<file path="src/hw/rtl/correspondence_pair_consistency_unit_defines.svh">
// Assertion macros used by the correspondence pair consistency RTL.
`ifndef CORRESPONDENCE_PAIR_CONSISTENCY_UNIT_DEFINES_SVH
`define CORRESPONDENCE_PAIR_CONSISTENCY_UNIT_DEFINES_SVH

`ifndef ASSERT_OFF

// same-cycle implication
`define CPC_ASSERT_IMPLY(label, clk, rst_n, ante, cons) \
    label: assert property (@(posedge clk) disable iff (!rst_n) (ante) |-> (cons)) \
        else $error("cpc assertion failed");

// next-cycle implication
`define CPC_ASSERT_NEXT(label, clk, rst_n, ante, cons) \
    label: assert property (@(posedge clk) disable iff (!rst_n) (ante) |=> (cons)) \
        else $error("cpc assertion failed");

`else

`define CPC_ASSERT_IMPLY(label, clk, rst_n, ante, cons)
`define CPC_ASSERT_NEXT(label, clk, rst_n, ante, cons)

`endif

`endif

</file>
<file path="src/hw/rtl/cpc_pkg.sv">
// Types, constants and arithmetic helpers of the correspondence pair consistency unit.
`default_nettype none

package cpc_pkg;

    localparam int COORD_W     = 16;
    localparam int PT_W        = 3 * COORD_W;
    localparam int KP_W        = 2 * COORD_W;
    localparam int TAG_W       = 10;
    localparam int SPAN_W      = 15;
    localparam int ERR_W       = 12;
    localparam int CFG_DATA_W  = 15;
    localparam int CFG_INDEX_W = 1;

    localparam logic [CFG_INDEX_W-1:0] REG_OBJECT_SPAN  = 1'd0;
    localparam logic [CFG_INDEX_W-1:0] REG_SENSOR_ERROR = 1'd1;

    localparam logic [SPAN_W-1:0] SPAN_RESET = 15'd1229;
    localparam logic [ERR_W-1:0]  ERR_RESET  = 12'd41;

    localparam int REACH_W  = 16;
    localparam int SQ_W     = 2 * COORD_W;
    localparam int DIST2_W  = SQ_W + 2;
    localparam int KP2_W    = SQ_W + 1;
    localparam int ROOT_W   = DIST2_W / 2;
    localparam int REM_W    = ROOT_W + 3;

    localparam int SQRT_STEPS           = ROOT_W;
    localparam int SQRT_STEPS_PER_STAGE = 2;
    localparam int SQRT_STAGES          =
        (SQRT_STEPS + SQRT_STEPS_PER_STAGE - 1) / SQRT_STEPS_PER_STAGE;

    // 20 pixels, squared, in Q24.8
    localparam logic [KP2_W-1:0] KP_MIN_DIST_SQ = KP2_W'(20 * 20 * 256);

    typedef struct packed {
        logic [TAG_W-1:0] index_a;
        logic [TAG_W-1:0] index_b;
        logic [PT_W-1:0]  query_point_a;
        logic [PT_W-1:0]  query_point_b;
        logic [PT_W-1:0]  training_point_a;
        logic [PT_W-1:0]  training_point_b;
        logic [KP_W-1:0]  keypoint_a;
        logic [KP_W-1:0]  keypoint_b;
    } pair_t;

    typedef struct packed {
        logic [TAG_W-1:0] tag_a;
        logic [TAG_W-1:0] tag_b;
        logic             physical_adjacent;
        logic             sample_adjacent;
    } verdict_t;

    typedef struct packed {
        logic [TAG_W-1:0] tag_a;
        logic [TAG_W-1:0] tag_b;
        logic             in_reach;
        logic             kp_far;
    } side_t;

    typedef struct packed {
        side_t              side;
        logic [DIST2_W-1:0] dq2;
        logic [DIST2_W-1:0] dt2;
    } sq_req_t;

    typedef struct packed {
        side_t             side;
        logic [ROOT_W-1:0] dq;
        logic [ROOT_W-1:0] dt;
    } root_req_t;

    typedef struct packed {
        logic [DIST2_W-1:0] x;
        logic [REM_W-1:0]   rem;
        logic [ROOT_W-1:0]  root;
    } sqrt_lane_t;

    function automatic logic [COORD_W-1:0] coord_dist(input logic [COORD_W-1:0] a,
                                                      input logic [COORD_W-1:0] b);
        logic [COORD_W:0] d;
        d = {a[COORD_W-1], a} - {b[COORD_W-1], b};
        if (d[COORD_W])
        begin
            d = -d;
        end
        return d[COORD_W-1:0];
    endfunction

    function automatic logic [COORD_W-1:0] pixel_dist(input logic [COORD_W-1:0] a,
                                                      input logic [COORD_W-1:0] b);
        return (a >= b) ? (a - b) : (b - a);
    endfunction

    function automatic sqrt_lane_t sqrt_init(input logic [DIST2_W-1:0] x);
        sqrt_lane_t r;
        r.x    = x;
        r.rem  = '0;
        r.root = '0;
        return r;
    endfunction

    // one restoring digit: bring down two bits, try (root << 2) | 1
    function automatic sqrt_lane_t sqrt_step(input sqrt_lane_t s);
        sqrt_lane_t       r;
        logic [REM_W-1:0] cur;
        logic [REM_W-1:0] trial;
        cur   = {s.rem[REM_W-3:0], s.x[DIST2_W-1 -: 2]};
        trial = {1'b0, s.root, 2'b01};
        r.x   = {s.x[DIST2_W-3:0], 2'b00};
        if (cur >= trial)
        begin
            r.rem  = cur - trial;
            r.root = {s.root[ROOT_W-2:0], 1'b1};
        end
        else
        begin
            r.rem  = cur;
            r.root = {s.root[ROOT_W-2:0], 1'b0};
        end
        return r;
    endfunction

    function automatic sqrt_lane_t sqrt_steps(input sqrt_lane_t s, input int unsigned n);
        sqrt_lane_t r;
        r = s;
        for (int i = 0; i < SQRT_STEPS_PER_STAGE; i++)
        begin
            if (i < n)
            begin
                r = sqrt_step(r);
            end
        end
        return r;
    endfunction

endpackage

`default_nettype wire

</file>
<file path="src/hw/rtl/cpc_isqrt.sv">
// Pipelined integer square root of both squared distances, two digits per stage.
`default_nettype none

module cpc_isqrt (
    input  wire logic        clk,
    input  wire logic        rst_n,
    input  wire logic        up_valid,
    output logic             up_stall,
    input  wire cpc_pkg::sq_req_t   up_req,
    output logic             dn_valid,
    input  wire logic        dn_stall,
    output cpc_pkg::root_req_t      dn_req
);
    import cpc_pkg::*;

    localparam int LAST = SQRT_STAGES - 1;

    logic       v_reg    [SQRT_STAGES];
    logic       hold     [SQRT_STAGES];
    sqrt_lane_t q_reg    [SQRT_STAGES];
    sqrt_lane_t t_reg    [SQRT_STAGES];
    side_t      side_reg [SQRT_STAGES];

    for (genvar k = 0; k < SQRT_STAGES; k++)
    begin : g_stage
        localparam int FIRST  = k * SQRT_STEPS_PER_STAGE;
        localparam int NSTEPS = (SQRT_STEPS - FIRST < SQRT_STEPS_PER_STAGE)
                              ? (SQRT_STEPS - FIRST) : SQRT_STEPS_PER_STAGE;

        logic       valid_in;
        sqrt_lane_t q_in;
        sqrt_lane_t t_in;
        side_t      side_in;
        sqrt_lane_t q_next;
        sqrt_lane_t t_next;

        if (k == 0)
        begin : g_head
            assign valid_in = up_valid;
            assign q_in     = sqrt_init(up_req.dq2);
            assign t_in     = sqrt_init(up_req.dt2);
            assign side_in  = up_req.side;
        end
        else
        begin : g_body
            assign valid_in = v_reg[k-1];
            assign q_in     = q_reg[k-1];
            assign t_in     = t_reg[k-1];
            assign side_in  = side_reg[k-1];
        end

        if (k == LAST)
        begin : g_tail
            assign hold[k] = v_reg[k] && dn_stall;
        end
        else
        begin : g_mid
            assign hold[k] = v_reg[k] && hold[k+1];
        end

        always_comb
        begin
            q_next = sqrt_steps(q_in, NSTEPS);
            t_next = sqrt_steps(t_in, NSTEPS);
        end

        always_ff @(posedge clk or negedge rst_n)
        begin
            if (!rst_n)
            begin
                v_reg[k] <= 1'b0;
            end
            else if (!hold[k])
            begin
                v_reg[k] <= valid_in;
            end
        end

        always_ff @(posedge clk)
        begin
            if (!hold[k])
            begin
                q_reg[k]    <= q_next;
                t_reg[k]    <= t_next;
                side_reg[k] <= side_in;
            end
        end
    end

    assign up_stall    = hold[0];
    assign dn_valid    = v_reg[LAST];
    assign dn_req.side = side_reg[LAST];
    assign dn_req.dq   = q_reg[LAST].root;
    assign dn_req.dt   = t_reg[LAST].root;

endmodule

`default_nettype wire

</file>
<file path="config.mk">
export PLATFORM = sky130hd
export DESIGN_NAME = cpc_isqrt
export DESIGN_NICKNAME = d
export VERILOG_FILES = /design/src/hw/rtl/correspondence_pair_consistency_unit_defines.svh /design/src/hw/rtl/cpc_pkg.sv /design/src/hw/rtl/cpc_isqrt.sv
export SDC_FILE = /design/constraint.sdc
export NUM_CORES = 2
export LEC_CHECK = 0
export ABC_CLOCK_PERIOD_IN_PS = 8500
export BUFFER_PORTS_ARGS = -buffer_cell sky130_fd_sc_hd__clkbuf_2
export CORE_MARGIN = 2
export CORE_UTILIZATION = 30
export DETAILED_ROUTE_END_ITERATION = 7
export SLEW_MARGIN = 15
export SYNTH_ARGS = -nofsm -noshare
export SYNTH_HDL_FRONTEND = slang
export SYNTH_SLANG_ARGS = --single-unit
</file>
<file path="constraint.sdc">
create_clock -name clk -period 8.5 [get_ports clk]
set_input_delay 0.425 -clock clk [delete_from_list [all_inputs] [get_ports clk]]
set_output_delay 0.425 -clock clk [all_outputs]
set_load 0.005 [all_outputs]
</file>
==> metrics.md <==
| Metric | Value |
|---|---|
| Status | `finished clean` |
| Mean cell area of the mapped netlist | `approximately 12 um^2` |
| Largest family of logic cells by synthesized area | `compound AO/OA/AOI/OAI gates` |
| Area growth from synthesis to layout | `15.7%` |
| CTS clk-pin slew, worst paths | `0.07 ns` |
| PnR worst setup slack | `about 2.0 ns` |
| CTS tree | `built` |
| CP endpoint kind | `flop` |
| Detail Placement HPWL | `82,300 um` |
| CTS sink cnt | `913` |
| Clk buf depth | `3` |
| Post-synthesis simple-gate area fraction | `0.119` |
| Dpl ws | `between 2 and 2.5 ns` |
| Filler cells | `16,017` |
| Critical path launch point type | `flop` |
| Fin crit share | `0.765` |
| Hold Crit Class | `primary input to flop` |
| Max Freq | `0.154 GHz` |
| Top_reg_cell synth | `edfxtp_1` |
| Core box area | `163,000 um^2` |
| Hold path startpoint | `up_req[66]` |
| Compound-gate portion of the synthesized area | `0.128` |
| Die width | `410 um` |
| CP required | `roughly 9 ns` |
| Post-Synth XOR/XNOR Area | `0.0632` |
| Most frequent cells in the layout | `edfxtp_1, nor2_1, ha_1` |
| CP Class | `flop to flop` |
| I/O pin cnt | `152` |
| CTS Buf Count | `100` |
| Avg WL per Cell | `approximately 16 um` |
| Root buffer cell | `clkbuf_16` |
| RSZ-0062 raised after global routing | `false` |
| Multiplexer share of the synthesized area | `0.0195` |
| Clock skew | `0.0568 ns` |
| Ys Warns | `0` |
| Cell area after synthesis | `49,400 um^2` |
| P per Cell Area | `337 nW/um^2` |
| Largest fanout on the critical path | `24` |
| Slew Limit Fails | `0` |
| Number of setup buffers added after CTS | `0` |
| DR iter-0 viols | `1,985` |
| DR vias/cell | `4.82` |
| Clock network power share | `0.235` |
| R2R Path End | `t_reg[1][160]` |
| Hold endpoint | `q_reg[0][1]` |
| Depth of the worst hold-timing path | `2` |
| Slew @ Worst Pin | `1.02 ns` |
| Worst-Skew Late Latency | `0.72 ns` |
| Layout cells sized above 1 | `0.0988` |
| Asr flop ratio synth | `0.00986` |
| Total Nets Final | `approximately 5,000` |
| Final setup violation count | `0` |
| Synth unique cells | `92` |
| Logic gate share of total power | `0.377` |
| Cells after synthesis | `4,271` |
| Largest net degree at the start of global routing | `78` |
| Worst R2R Start | `t_reg[1][95]` |
| Net Sw Frac | `0.352` |
| WHS | `0.0892 ns` |
| VDD IR-drop max | `0.000178 V` |
| Vias in the first global route | `32,338` |
| Antenna violations before repair | `1` |
| Reg2reg setup slack | `2.00 ns` |
| Reg2Reg Depth | `20` |
| Die area | `168,000 um^2` |
| # port buffers | `~150` |
| Internal Power | `12.5 mW` |
| Gpl congestion | `0.892` |
| GRT overflow | `0` |
| Die Y | `410 um` |
| Total negative slack | `0 ns` |
| Num rows | `148` |
| FF+latch count, synth | `between 900 and 1,000` |
| First-pass iteration count of the detailed router | `6` |
| Post-synthesis sequential area ratio | `0.555` |
| EDFF count, synth | `904` |
| Number of remaining DRC errors | `0` |
| Starting Density | `0.303` |
| Leak | `between 20 and 25 nW` |
| First-pass GRT wire length | `175,000 um` |
| Area share of fa/ha/maj cells after synthesis | `0.0847` |
| Via count | `32,860` |
| Fin crit period | `6.50 ns` |
| Global router's overall resource usage | `0.129` |
| Htree depth | `3` |
| Hold Vio Cnt, Final | `0` |
| Post-DRT Antenna Nets | `0` |
| Max-cap violations | `0` |
| Slew headroom | `0.319` |
| NetSw | `6.77 mW` |
| Worst Path Arrival | `6.94 ns` |
| Flop pwr share | `0.389` |
| Final WL | `110,000 um` |
| Most common cell after layout, fill and taps aside | `edfxtp_1` |
synth_stat cells (29+ instances only):
library cell  number  area share
a211oi_1          30      0.0046
a21o_1            89       0.014
a21oi_1          306       0.031
and2_1            30      0.0038
clkbuf_1          54      0.0041
edfxtp_1         904        0.55
ha_1             334       0.085
inv_1            318       0.024
mux2_2            64       0.015
nand2_1          289       0.022
nand2b_1          51      0.0065
nand3_1           90      0.0091
nand4_1           47      0.0060
nor2_1           349       0.027
nor2b_1           36      0.0046
nor3_1            98      0.0099
nor4_1            33      0.0042
o21a_1            64      0.0097
o21ai_0          203       0.021
o31ai_1           34      0.0052
or2_2             29      0.0037
or3_1             37      0.0047
xnor2_1          230       0.041
xor2_1           126       0.022
worst max path at each step:
| stage | from | end | slack, ns | cells past startpoint |
|---|---|---|---|---|
| 3_3_place_gp | q_reg[0][282] | q_reg[0][371] | 2.14 | 19 |
| 3_5_place_dp | t_reg[1][78] | t_reg[1][160] | 2.07 | 21 |
| 4_1_cts | t_reg[1][78] | t_reg[1][160] | 2.03 | 21 |
| 5_1_grt | t_reg[1][76] | t_reg[1][160] | 1.42 | 21 |
| 2_1_floorplan | dn_stall | q_reg[0][0] | 0.41 | 5 |
| 6_report | t_reg[1][95] | t_reg[1][160] | 2.00 | 20 |
worst max-delay path: stages (launching register included):
cell      delay [ns]
edfxtp_1        0.42
ha_1            0.40
and4_1          0.25
or4b_2          0.63
o31ai_1         0.38
or2_2           0.23
or2_2           0.33
inv_1           0.32
a211oi_1        0.29
a21o_1          0.14
ha_1            0.30
a21oi_1         0.18
nor2b_1         0.08
or2_2           0.28
a21o_1          0.18
a21oi_1         0.13
nor2_1          0.05
o21ai_0         0.15
nor4bb_1        0.38
nand2b_1        0.61
mux2_2          0.50
logic make-up after synthesis:
logic type,count (synthesis)
simple gates,1203
xor+xnor,356
compound gates,985
buf+inv,392
other cells,1
flops,913
fa+ha+maj,334
mux,87
routing by layer:
| layer | GRT usage | vias to the layer above | part of all wire |
|---|---|---|---|
| met5 | 0 | - | 0 |
| met4 | 0.0364 | 0 | 0.026 |
| met3 | 0.0203 | 156 | 0.038 |
| met2 | 0.215 | 652 | 0.47 |
| met1 | 0.174 | 15570 | 0.47 |
| li1 | - | 16482 | - |
per-stage QoR:
stage / instances / utilization / power [mW] / instance area [um^2]
finish: 6821 / 0.350 / 19.2 / 57100
global route: 6820 / 0.350 / 20.6 / 57100
detailed placement: 6548 / 0.324 / 14.7 / 52800
floorplan: 4274 / - / 12.9 / 49400
CTS: 6820 / 0.350 / 19.4 / 57100
global placement: 6548 / 0.324 / 14.6 / 52800
repair_timing:
item                      CTS  global route
hold buffers               88             0
resized for setup           0             0
hold endpoints to repair   95             0
area by class of cell:
cell class | instances | area (um^2) | share of cell area
diodes | 1 | 2.50 | 0.0000438
well taps | 2175 | 2720 | 0.0477
repair buffers | 258 | 1780 | 0.0312
clock inverters | 73 | 881 | 0.0154
inverters | 321 | 1210 | 0.0213
flip-flops and latches | 913 | 27400 | 0.479
clock buffers | 111 | 2540 | 0.0446
multi-input cells | 2969 | 20600 | 0.360
power by group through the flow:
stage	clock (mW)	combinational [mW]	sequential, mW
2_1_floorplan	0	5.60	7.28
3_3_place_gp	0	7.09	7.54
3_5_place_dp	0	7.14	7.57
4_1_cts	4.67	7.25	7.48
5_1_grt	4.84	8.12	7.62
6_report	4.51	7.24	7.48
(Power assumes the default switching activity.)
