### config.mk
export PLATFORM = sky130hd
export DESIGN_NAME = cpc_judge
export DESIGN_NICKNAME = d
export VERILOG_FILES = /design/src/hw/rtl/correspondence_pair_consistency_unit_defines.svh /design/src/hw/rtl/cpc_pkg.sv /design/src/hw/rtl/cpc_judge.sv
export SDC_FILE = /design/constraint.sdc
export NUM_CORES = 1
export LEC_CHECK = 0
export BUFFER_PORTS_ARGS = -buffer_cell sky130_fd_sc_hd__buf_2
export CORE_AREA = 5 5 109 111
export CTS_CLUSTER_SIZE = 28
export DETAILED_ROUTE_END_ITERATION = 7
export DIE_AREA = 0 0 114 116
export PLACE_DENSITY = 0.62
export SETUP_SLACK_MARGIN = 0.05
export SLEW_MARGIN = 20
export SYNTH_ARGS = -nofsm -noshare
export SYNTH_HDL_FRONTEND = slang
export SYNTH_SLANG_ARGS = --single-unit
### constraint.sdc
create_clock -name clk -period 1.3 [get_ports clk]
set_input_delay 0.39 -clock clk [delete_from_list [all_inputs] [get_ports clk]]
set_output_delay 0.39 -clock clk [all_outputs]
set_load 0.01 [all_outputs]
### src/hw/rtl/correspondence_pair_consistency_unit_defines.svh
// Assertion macros used by the correspondence pair consistency RTL.
`ifndef CORRESPONDENCE_PAIR_CONSISTENCY_UNIT_DEFINES_SVH
`define CORRESPONDENCE_PAIR_CONSISTENCY_UNIT_DEFINES_SVH

`ifndef ASSERT_OFF

// same-cycle implication
`define CPC_ASSERT_IMPLY(label, clk, rst_n, ante, cons) \
    label: assert property (@(posedge clk) disable iff (!rst_n) (ante) |-> (cons)) \
        else $error("cpc assertion failed");

// next-cycle implication
`define CPC_ASSERT_NEXT(label, clk, rst_n, ante, cons) \
    label: assert property (@(posedge clk) disable iff (!rst_n) (ante) |=> (cons)) \
        else $error("cpc assertion failed");

`else

`define CPC_ASSERT_IMPLY(label, clk, rst_n, ante, cons)
`define CPC_ASSERT_NEXT(label, clk, rst_n, ante, cons)

`endif

`endif

### src/hw/rtl/cpc_pkg.sv
// Types, constants and arithmetic helpers of the correspondence pair consistency unit.
`default_nettype none

package cpc_pkg;

    localparam int COORD_W     = 16;
    localparam int PT_W        = 3 * COORD_W;
    localparam int KP_W        = 2 * COORD_W;
    localparam int TAG_W       = 10;
    localparam int SPAN_W      = 15;
    localparam int ERR_W       = 12;
    localparam int CFG_DATA_W  = 15;
    localparam int CFG_INDEX_W = 1;

    localparam logic [CFG_INDEX_W-1:0] REG_OBJECT_SPAN  = 1'd0;
    localparam logic [CFG_INDEX_W-1:0] REG_SENSOR_ERROR = 1'd1;

    localparam logic [SPAN_W-1:0] SPAN_RESET = 15'd1229;
    localparam logic [ERR_W-1:0]  ERR_RESET  = 12'd41;

    localparam int REACH_W  = 16;
    localparam int SQ_W     = 2 * COORD_W;
    localparam int DIST2_W  = SQ_W + 2;
    localparam int KP2_W    = SQ_W + 1;
    localparam int ROOT_W   = DIST2_W / 2;
    localparam int REM_W    = ROOT_W + 3;

    localparam int SQRT_STEPS           = ROOT_W;
    localparam int SQRT_STEPS_PER_STAGE = 2;
    localparam int SQRT_STAGES          =
        (SQRT_STEPS + SQRT_STEPS_PER_STAGE - 1) / SQRT_STEPS_PER_STAGE;

    // 20 pixels, squared, in Q24.8
    localparam logic [KP2_W-1:0] KP_MIN_DIST_SQ = KP2_W'(20 * 20 * 256);

    typedef struct packed {
        logic [TAG_W-1:0] index_a;
        logic [TAG_W-1:0] index_b;
        logic [PT_W-1:0]  query_point_a;
        logic [PT_W-1:0]  query_point_b;
        logic [PT_W-1:0]  training_point_a;
        logic [PT_W-1:0]  training_point_b;
        logic [KP_W-1:0]  keypoint_a;
        logic [KP_W-1:0]  keypoint_b;
    } pair_t;

    typedef struct packed {
        logic [TAG_W-1:0] tag_a;
        logic [TAG_W-1:0] tag_b;
        logic             physical_adjacent;
        logic             sample_adjacent;
    } verdict_t;

    typedef struct packed {
        logic [TAG_W-1:0] tag_a;
        logic [TAG_W-1:0] tag_b;
        logic             in_reach;
        logic             kp_far;
    } side_t;

    typedef struct packed {
        side_t              side;
        logic [DIST2_W-1:0] dq2;
        logic [DIST2_W-1:0] dt2;
    } sq_req_t;

    typedef struct packed {
        side_t             side;
        logic [ROOT_W-1:0] dq;
        logic [ROOT_W-1:0] dt;
    } root_req_t;

    typedef struct packed {
        logic [DIST2_W-1:0] x;
        logic [REM_W-1:0]   rem;
        logic [ROOT_W-1:0]  root;
    } sqrt_lane_t;

    function automatic logic [COORD_W-1:0] coord_dist(input logic [COORD_W-1:0] a,
                                                      input logic [COORD_W-1:0] b);
        logic [COORD_W:0] d;
        d = {a[COORD_W-1], a} - {b[COORD_W-1], b};
        if (d[COORD_W])
        begin
            d = -d;
        end
        return d[COORD_W-1:0];
    endfunction

    function automatic logic [COORD_W-1:0] pixel_dist(input logic [COORD_W-1:0] a,
                                                      input logic [COORD_W-1:0] b);
        return (a >= b) ? (a - b) : (b - a);
    endfunction

    function automatic sqrt_lane_t sqrt_init(input logic [DIST2_W-1:0] x);
        sqrt_lane_t r;
        r.x    = x;
        r.rem  = '0;
        r.root = '0;
        return r;
    endfunction

    // one restoring digit: bring down two bits, try (root << 2) | 1
    function automatic sqrt_lane_t sqrt_step(input sqrt_lane_t s);
        sqrt_lane_t       r;
        logic [REM_W-1:0] cur;
        logic [REM_W-1:0] trial;
        cur   = {s.rem[REM_W-3:0], s.x[DIST2_W-1 -: 2]};
        trial = {1'b0, s.root, 2'b01};
        r.x   = {s.x[DIST2_W-3:0], 2'b00};
        if (cur >= trial)
        begin
            r.rem  = cur - trial;
            r.root = {s.root[ROOT_W-2:0], 1'b1};
        end
        else
        begin
            r.rem  = cur;
            r.root = {s.root[ROOT_W-2:0], 1'b0};
        end
        return r;
    endfunction

    function automatic sqrt_lane_t sqrt_steps(input sqrt_lane_t s, input int unsigned n);
        sqrt_lane_t r;
        r = s;
        for (int i = 0; i < SQRT_STEPS_PER_STAGE; i++)
        begin
            if (i < n)
            begin
                r = sqrt_step(r);
            end
        end
        return r;
    endfunction

endpackage

`default_nettype wire

### src/hw/rtl/cpc_judge.sv
// Final stage: distance mismatch against tolerances and the result register.
`default_nettype none

module cpc_judge (
    input  wire logic                      clk,
    input  wire logic                      rst_n,
    input  wire logic [cpc_pkg::ERR_W-1:0] err_limit,
    input  wire logic                      up_valid,
    output logic                           up_stall,
    input  wire cpc_pkg::root_req_t        up_req,
    output logic                           dn_valid,
    input  wire logic                      dn_stall,
    output cpc_pkg::verdict_t              dn_req
);
    import cpc_pkg::*;

    logic              out_valid_reg;
    logic              hold;
    verdict_t          out_reg;
    verdict_t          out_next;
    logic [ROOT_W-1:0] mismatch;
    logic              phys;

    assign hold     = out_valid_reg && dn_stall;
    assign up_stall = hold;

    always_comb
    begin
        mismatch = (up_req.dt >= up_req.dq) ? (up_req.dt - up_req.dq)
                                            : (up_req.dq - up_req.dt);
        phys     = up_req.side.in_reach && (mismatch <= ROOT_W'({err_limit, 2'b00}));
        out_next.tag_a             = up_req.side.tag_a;
        out_next.tag_b             = up_req.side.tag_b;
        out_next.physical_adjacent = phys;
        out_next.sample_adjacent   = phys && up_req.side.kp_far
                                   && (mismatch < ROOT_W'({err_limit, 1'b0}));
    end

    always_ff @(posedge clk or negedge rst_n)
    begin
        if (!rst_n)
        begin
            out_valid_reg <= 1'b0;
        end
        else if (!hold)
        begin
            out_valid_reg <= up_valid;
        end
    end

    always_ff @(posedge clk)
    begin
        if (!hold)
        begin
            out_reg <= out_next;
        end
    end

    assign dn_valid = out_valid_reg;
    assign dn_req   = out_reg;

endmodule

`default_nettype wire

==> impl_metrics.prom <==
# TYPE chip_impl_metric gauge
chip_impl_info{name="outcome",value="finished with violations"} 1
chip_impl_info{name="failing_checks",value="negative setup slack"} 1
chip_impl_metric{name="post-route-util",unit="%"} 48.09
chip_impl_metric{name="yosys_warnings",unit=""} 0
chip_impl_metric{name="port_buffers",unit=""} 95
chip_impl_metric{name="pin_count_of_the_biggest_net_entering_global_routing",unit=""} 16
chip_impl_info{name="worst_path_max_delay_cell",value="sky130_fd_sc_hd__ha_1"} 1
chip_impl_info{name="worst_r2r_startpoint",value="dn_valid"} 1
chip_impl_metric{name="synth_cell_types",unit=""} 63
chip_impl_metric{name="grt_first_pass_wirelength",unit="um"} 14950
chip_impl_info{name="crit_path_end_kind",value="register"} 1
chip_impl_metric{name="insertion_delay",unit="ns"} 0.26
chip_impl_metric{name="drt_pass1_iterations",unit=""} 4
chip_impl_metric{name="nNetsFinal",unit=""} 684
chip_impl_metric{name="tightestPinTransition",unit="ns"} 0.3585
chip_impl_metric{name="final_cell_count_no_fill",unit=""} 693
chip_impl_metric{name="syn-cell-area",unit="sq mm"} 0.003050
chip_impl_metric{name="num_antenna_cells",unit=""} 0
chip_impl_metric{name="r2r_cells",unit=""} 3
chip_impl_metric{name="detailed_place_hpwl",unit="um"} 7902
chip_impl_metric{name="fmax",unit="MHz"} 251.9
chip_impl_metric{name="die_area",unit="sq mm"} 0.01322
chip_impl_metric{name="htree_levels",unit=""} 1
chip_impl_metric{name="power_consumption",unit="mW"} 3.843
chip_impl_metric{name="critical_path_buffer_and_inverter_count",unit=""} 3
chip_impl_metric{name="p_leak",unit="nW"} 2.555
chip_impl_metric{name="pwr-share-comb",unit="%"} 66.0
chip_impl_metric{name="first_global_vias",unit=""} 3369
chip_impl_metric{name="p_switching",unit="mW"} 1.386
chip_impl_info{name="path_cells",value="buf_2, inv_2, ha_4, and3_4, nand4_1, o31ai_4, a31oi_4, o31ai_4, buf_6, nand3b_1, o31ai_4, xnor2_2, ha_1, nor2b_1, o21a_1, o21ai_1, a21o_1, a21oi_2, o31ai_2, a22oi_2, nor4_4, nand4b_1, a21oi_2"} 1
chip_impl_metric{name="drc",unit=""} 0
chip_impl_metric{name="worst_path_largest_cell_delay",unit="ns"} 0.33
chip_impl_metric{name="layout_setup_ws",unit="ns"} -2.670
chip_impl_metric{name="path_depth",unit=""} 23
chip_impl_info{name="tritoncts",value="done"} 1
chip_impl_info{name="cp_top_family",value="compound AO/OA/AOI/OAI gates"} 1
chip_impl_metric{name="setup-violations-final",unit=""} 2
chip_impl_info{name="worstHoldPathType",value="primary input to register"} 1
chip_impl_metric{name="floorplan.core_area",unit="sq mm"} 0.01070
chip_impl_info{name="worst_path_most_repeated_cell",value="sky130_fd_sc_hd__o31ai_4"} 1
chip_impl_metric{name="finalHoldViolations",unit=""} 0
chip_impl_info{name="worstReg2RegEnd",value="dn_req[10]"} 1
chip_impl_metric{name="row_count",unit=""} 38
chip_impl_metric{name="initialDrtViolationCount",unit=""} 171
chip_impl_info{name="unrepaired_setup_endpoints_after_global_routing",value="true"} 1
chip_impl_metric{name="detailed_route_vias_per_instance",unit=""} 4.668
chip_impl_info{name="startpoint_type",value="primary input"} 1
chip_impl_metric{name="gp_routability_congestion",unit=""} 0.8677
chip_impl_metric{name="die_height",unit="um"} 116
chip_impl_metric{name="cp.required",unit="ns"} 1.41
chip_impl_metric{name="p_int",unit="mW"} 2.457
chip_impl_metric{name="register_to_register_path_setup_slack",unit="ns"} 0.20
chip_impl_metric{name="ant_nets",unit=""} 0
chip_impl_metric{name="overflow",unit=""} 0
chip_impl_info{name="critical_path.startpoint",value="up_req[14]"} 1
chip_impl_metric{name="yosys_register_bits",unit=""} 23
chip_impl_metric{name="cts_buffers",unit=""} 3
chip_impl_metric{name="worst-path-max-fanout",unit=""} 4
chip_impl_metric{name="post_synth.cell_area_avg",unit="sq um"} 9.025
chip_impl_metric{name="global_route.usage.total",unit="%"} 13.54
chip_impl_metric{name="irDropWorstVdd",unit="mV"} 0.4874
chip_impl_info{name="crit_type",value="primary input to register"} 1
chip_impl_metric{name="fin_worst_skew",unit="ns"} 0.006890
chip_impl_metric{name="clock-sinks",unit=""} 23
chip_impl_metric{name="pwr-share-clk",unit="%"} 10.9
chip_impl_metric{name="async_reset_ff_share",unit="%"} 4.348
chip_impl_metric{name="chip_width",unit="um"} 114
chip_impl_metric{name="cts_buffer_depth",unit=""} 2
chip_impl_metric{name="place_inst",unit=""} 670
chip_impl_metric{name="drive_above_1_share",unit="%"} 55.33
chip_impl_metric{name="synthCells",unit=""} 338
chip_impl_info{name="cts_root_buf",value="sky130_fd_sc_hd__clkbuf_8"} 1
chip_impl_metric{name="design.portCount",unit=""} 96
chip_impl_info{name="synth_flop_cell",value="sky130_fd_sc_hd__edfxtp_1"} 1
chip_impl_metric{name="floorplan.initialDensity",unit="%"} 28.51
chip_impl_metric{name="p_sw_share",unit="%"} 36.06
chip_impl_metric{name="via_count",unit=""} 3235
chip_impl_metric{name="post_dr_wirelength_cell",unit="um"} 13.59
chip_impl_metric{name="layout_worst_path_cycle_share",unit="%"} 305.4
chip_impl_metric{name="clkSlewWorstSetupHoldPaths",unit="ns"} 0.08
chip_impl_metric{name="detail_route.wirelength",unit="um"} 9420
chip_impl_metric{name="drv_cap",unit=""} 0
chip_impl_metric{name="area_growth_syn_to_layout",unit="%"} 68.66
chip_impl_metric{name="timing.final.crit_period",unit="ns"} 3.970
chip_impl_info{name="crit_path_end",value="dn_req[0]"} 1
chip_impl_metric{name="initial_antenna_violation_count",unit=""} 0
chip_impl_metric{name="portion_of_total_power_attributed_to_sequential_cells",unit="%"} 23.1
chip_impl_metric{name="synth_enable_flop_cells",unit=""} 22
chip_impl_metric{name="powerDensity",unit="mW/mm^2"} 746.9
chip_impl_metric{name="maxSlewViolCount",unit=""} 0
chip_impl_metric{name="timing.max_slew.rel_slack",unit="%"} 75.85
chip_impl_metric{name="postSynthNetCount",unit=""} 468
chip_impl_metric{name="timing.critical_path.arrival",unit="ns"} 4.08
chip_impl_metric{name="fraction_of_the_yosys_area_taken_by_sequential_cells",unit="%"} 22.48
## cell type report
cell class | instances | area [sq um]
inverter | 53 | 219.0
fill | 1003 | 5553
clock inverter | 1 | 5.005
tap | 140 | 175.2
clock buffer | 3 | 41.29
sequential | 23 | 685.7
multi-input combinational | 251 | 2494
timing repair buffer | 222 | 1525
## through the flow
| stage | hold WS (ns) | cell area, sq um | setup TNS, ns | setup slack (ns) |
|---|---|---|---|---|
| after floorplan | 0.09441 | 3189 | -5.522 | -2.784 |
| after detailed placement | 0.1702 | 4542 | -6.305 | -3.170 |
| after CTS | 0.2982 | 5046 | -5.221 | -2.642 |
| final | 0.3032 | 5145 | -5.268 | -2.670 |
| after global routing | 0.2918 | 5145 | -5.622 | -2.862 |
| after global placement | 0.1648 | 4542 | -6.164 | -3.095 |
## worst min path at each step
stage | startpoint | to | slack, ns | cells after the start
floorplan | rst_n | dn_valid | 0.09 | 0
global placement | rst_n | dn_valid | 0.16 | 1
detailed placement | rst_n | dn_valid | 0.17 | 1
CTS | up_req[48] | dn_req[14] | 0.30 | 1
global route | up_req[55] | dn_req[21] | 0.29 | 1
finish | up_req[55] | dn_req[21] | 0.30 | 1
## registers in the layout (all words and copies together), names as in the netlist
name      count
dn_req       22
dn_valid      1
## Yosys cell counts, types with 2 or more instances
cell type / number / share of area [%]
sky130_fd_sc_hd__xnor2_1: 8 / 2.3
sky130_fd_sc_hd__xor2_1: 5 / 1.4
sky130_fd_sc_hd__nor2_1: 17 / 2.1
sky130_fd_sc_hd__buf_4: 4 / 0.98
sky130_fd_sc_hd__o21ai_0: 15 / 2.5
sky130_fd_sc_hd__or3_1: 2 / 0.41
sky130_fd_sc_hd__mux2i_1: 10 / 3.3
sky130_fd_sc_hd__nand2b_1: 2 / 0.41
sky130_fd_sc_hd__a211o_1: 2 / 0.57
sky130_fd_sc_hd__nand3_1: 3 / 0.49
sky130_fd_sc_hd__o21bai_1: 4 / 0.98
sky130_fd_sc_hd__buf_6: 4 / 1.5
sky130_fd_sc_hd__a21o_1: 13 / 3.2
sky130_fd_sc_hd__a41oi_1: 2 / 0.57
sky130_fd_sc_hd__nand2_1: 16 / 2.0
sky130_fd_sc_hd__nor3_1: 2 / 0.33
sky130_fd_sc_hd__o31ai_1: 2 / 0.49
sky130_fd_sc_hd__nand4_1: 6 / 1.2
sky130_fd_sc_hd__a31oi_1: 5 / 1.0
sky130_fd_sc_hd__nor2b_1: 5 / 1.0
sky130_fd_sc_hd__o31a_1: 2 / 0.57
sky130_fd_sc_hd__a211oi_2: 2 / 0.82
sky130_fd_sc_hd__mux2_2: 3 / 1.1
sky130_fd_sc_hd__a21o_2: 2 / 0.57
sky130_fd_sc_hd__o211ai_1: 2 / 0.49
sky130_fd_sc_hd__a211oi_1: 4 / 0.98
sky130_fd_sc_hd__o21ai_1: 2 / 0.33
sky130_fd_sc_hd__edfxtp_1: 22 / 22
sky130_fd_sc_hd__o21a_1: 5 / 1.2
sky130_fd_sc_hd__a21oi_1: 26 / 4.3
sky130_fd_sc_hd__ha_1: 56 / 23
sky130_fd_sc_hd__inv_1: 53 / 6.5
sky130_fd_sc_hd__fa_1: 2 / 1.3
## power groups by stage
| stage | Sequential (mW) | Clock [mW] | Combinational, mW |
|---|---|---|---|
| 3_3_place_gp | 0.903 | 0 | 2.11 |
| 4_1_cts | 0.888 | 0.435 | 2.44 |
| 5_1_grt | 0.892 | 0.472 | 2.78 |
| 6_report | 0.887 | 0.419 | 2.54 |
| 3_5_place_dp | 0.905 | 0 | 2.16 |
| 2_1_floorplan | 0.934 | 0 | 1.23 |
## routing by layer
| metal | part of all wire [%] | GRT usage, % | vias up |
|---|---|---|---|
| li1 | - | - | 1634 |
| met1 | 44 | 17.19 | 1514 |
| met2 | 49 | 24.43 | 79 |
| met3 | 5.7 | 1.723 | 8 |
| met4 | 1.4 | 3.167 | 0 |
| met5 | 0 | 0 | - |
## logic make-up after synthesis
logic type | synth area share [%]
AO/OA/AOI/OAI | 23.59
XOR/XNOR | 3.733
buffers and inverters | 9.721
adder cells (fa/ha/maj) | 24.28
AND/OR/NAND/NOR | 11.81
multiplexers | 4.389
flip-flops | 22.48
## what timing repair did
item,CTS,global route
resized for setup,66,23
setup buffers,17,1
gates cloned,0,0
hold endpoints to repair,1,0
hold buffers,1,0
pin swaps,32,7
endpoints found under the setup margin,3,3
## worst register-to-register path: stages, from the launching register on
cell,delay [ns]
sky130_fd_sc_hd__dfrtp_1,0.41
sky130_fd_sc_hd__nand2_4,0.07
sky130_fd_sc_hd__buf_4,0.11
sky130_fd_sc_hd__buf_4,0.21
## cells in the final DEF (no fill, tap or decap), types with 11 or more instances in the layout
cell type / Yosys / final
sky130_fd_sc_hd__ha_1: 56 / 37
sky130_fd_sc_hd__inv_1: 53 / 40
sky130_fd_sc_hd__nor2_1: 17 / 17
sky130_fd_sc_hd__o21ai_0: 15 / 11
sky130_fd_sc_hd__buf_4: 4 / 125
sky130_fd_sc_hd__ha_4: 0 / 18
sky130_fd_sc_hd__buf_6: 4 / 13
sky130_fd_sc_hd__a21o_1: 13 / 13
sky130_fd_sc_hd__a21oi_1: 26 / 20
sky130_fd_sc_hd__nand2_1: 16 / 14
sky130_fd_sc_hd__buf_2: 1 / 82
sky130_fd_sc_hd__edfxtp_1: 22 / 22
Note: power is estimated with default switching activity, not from simulation.
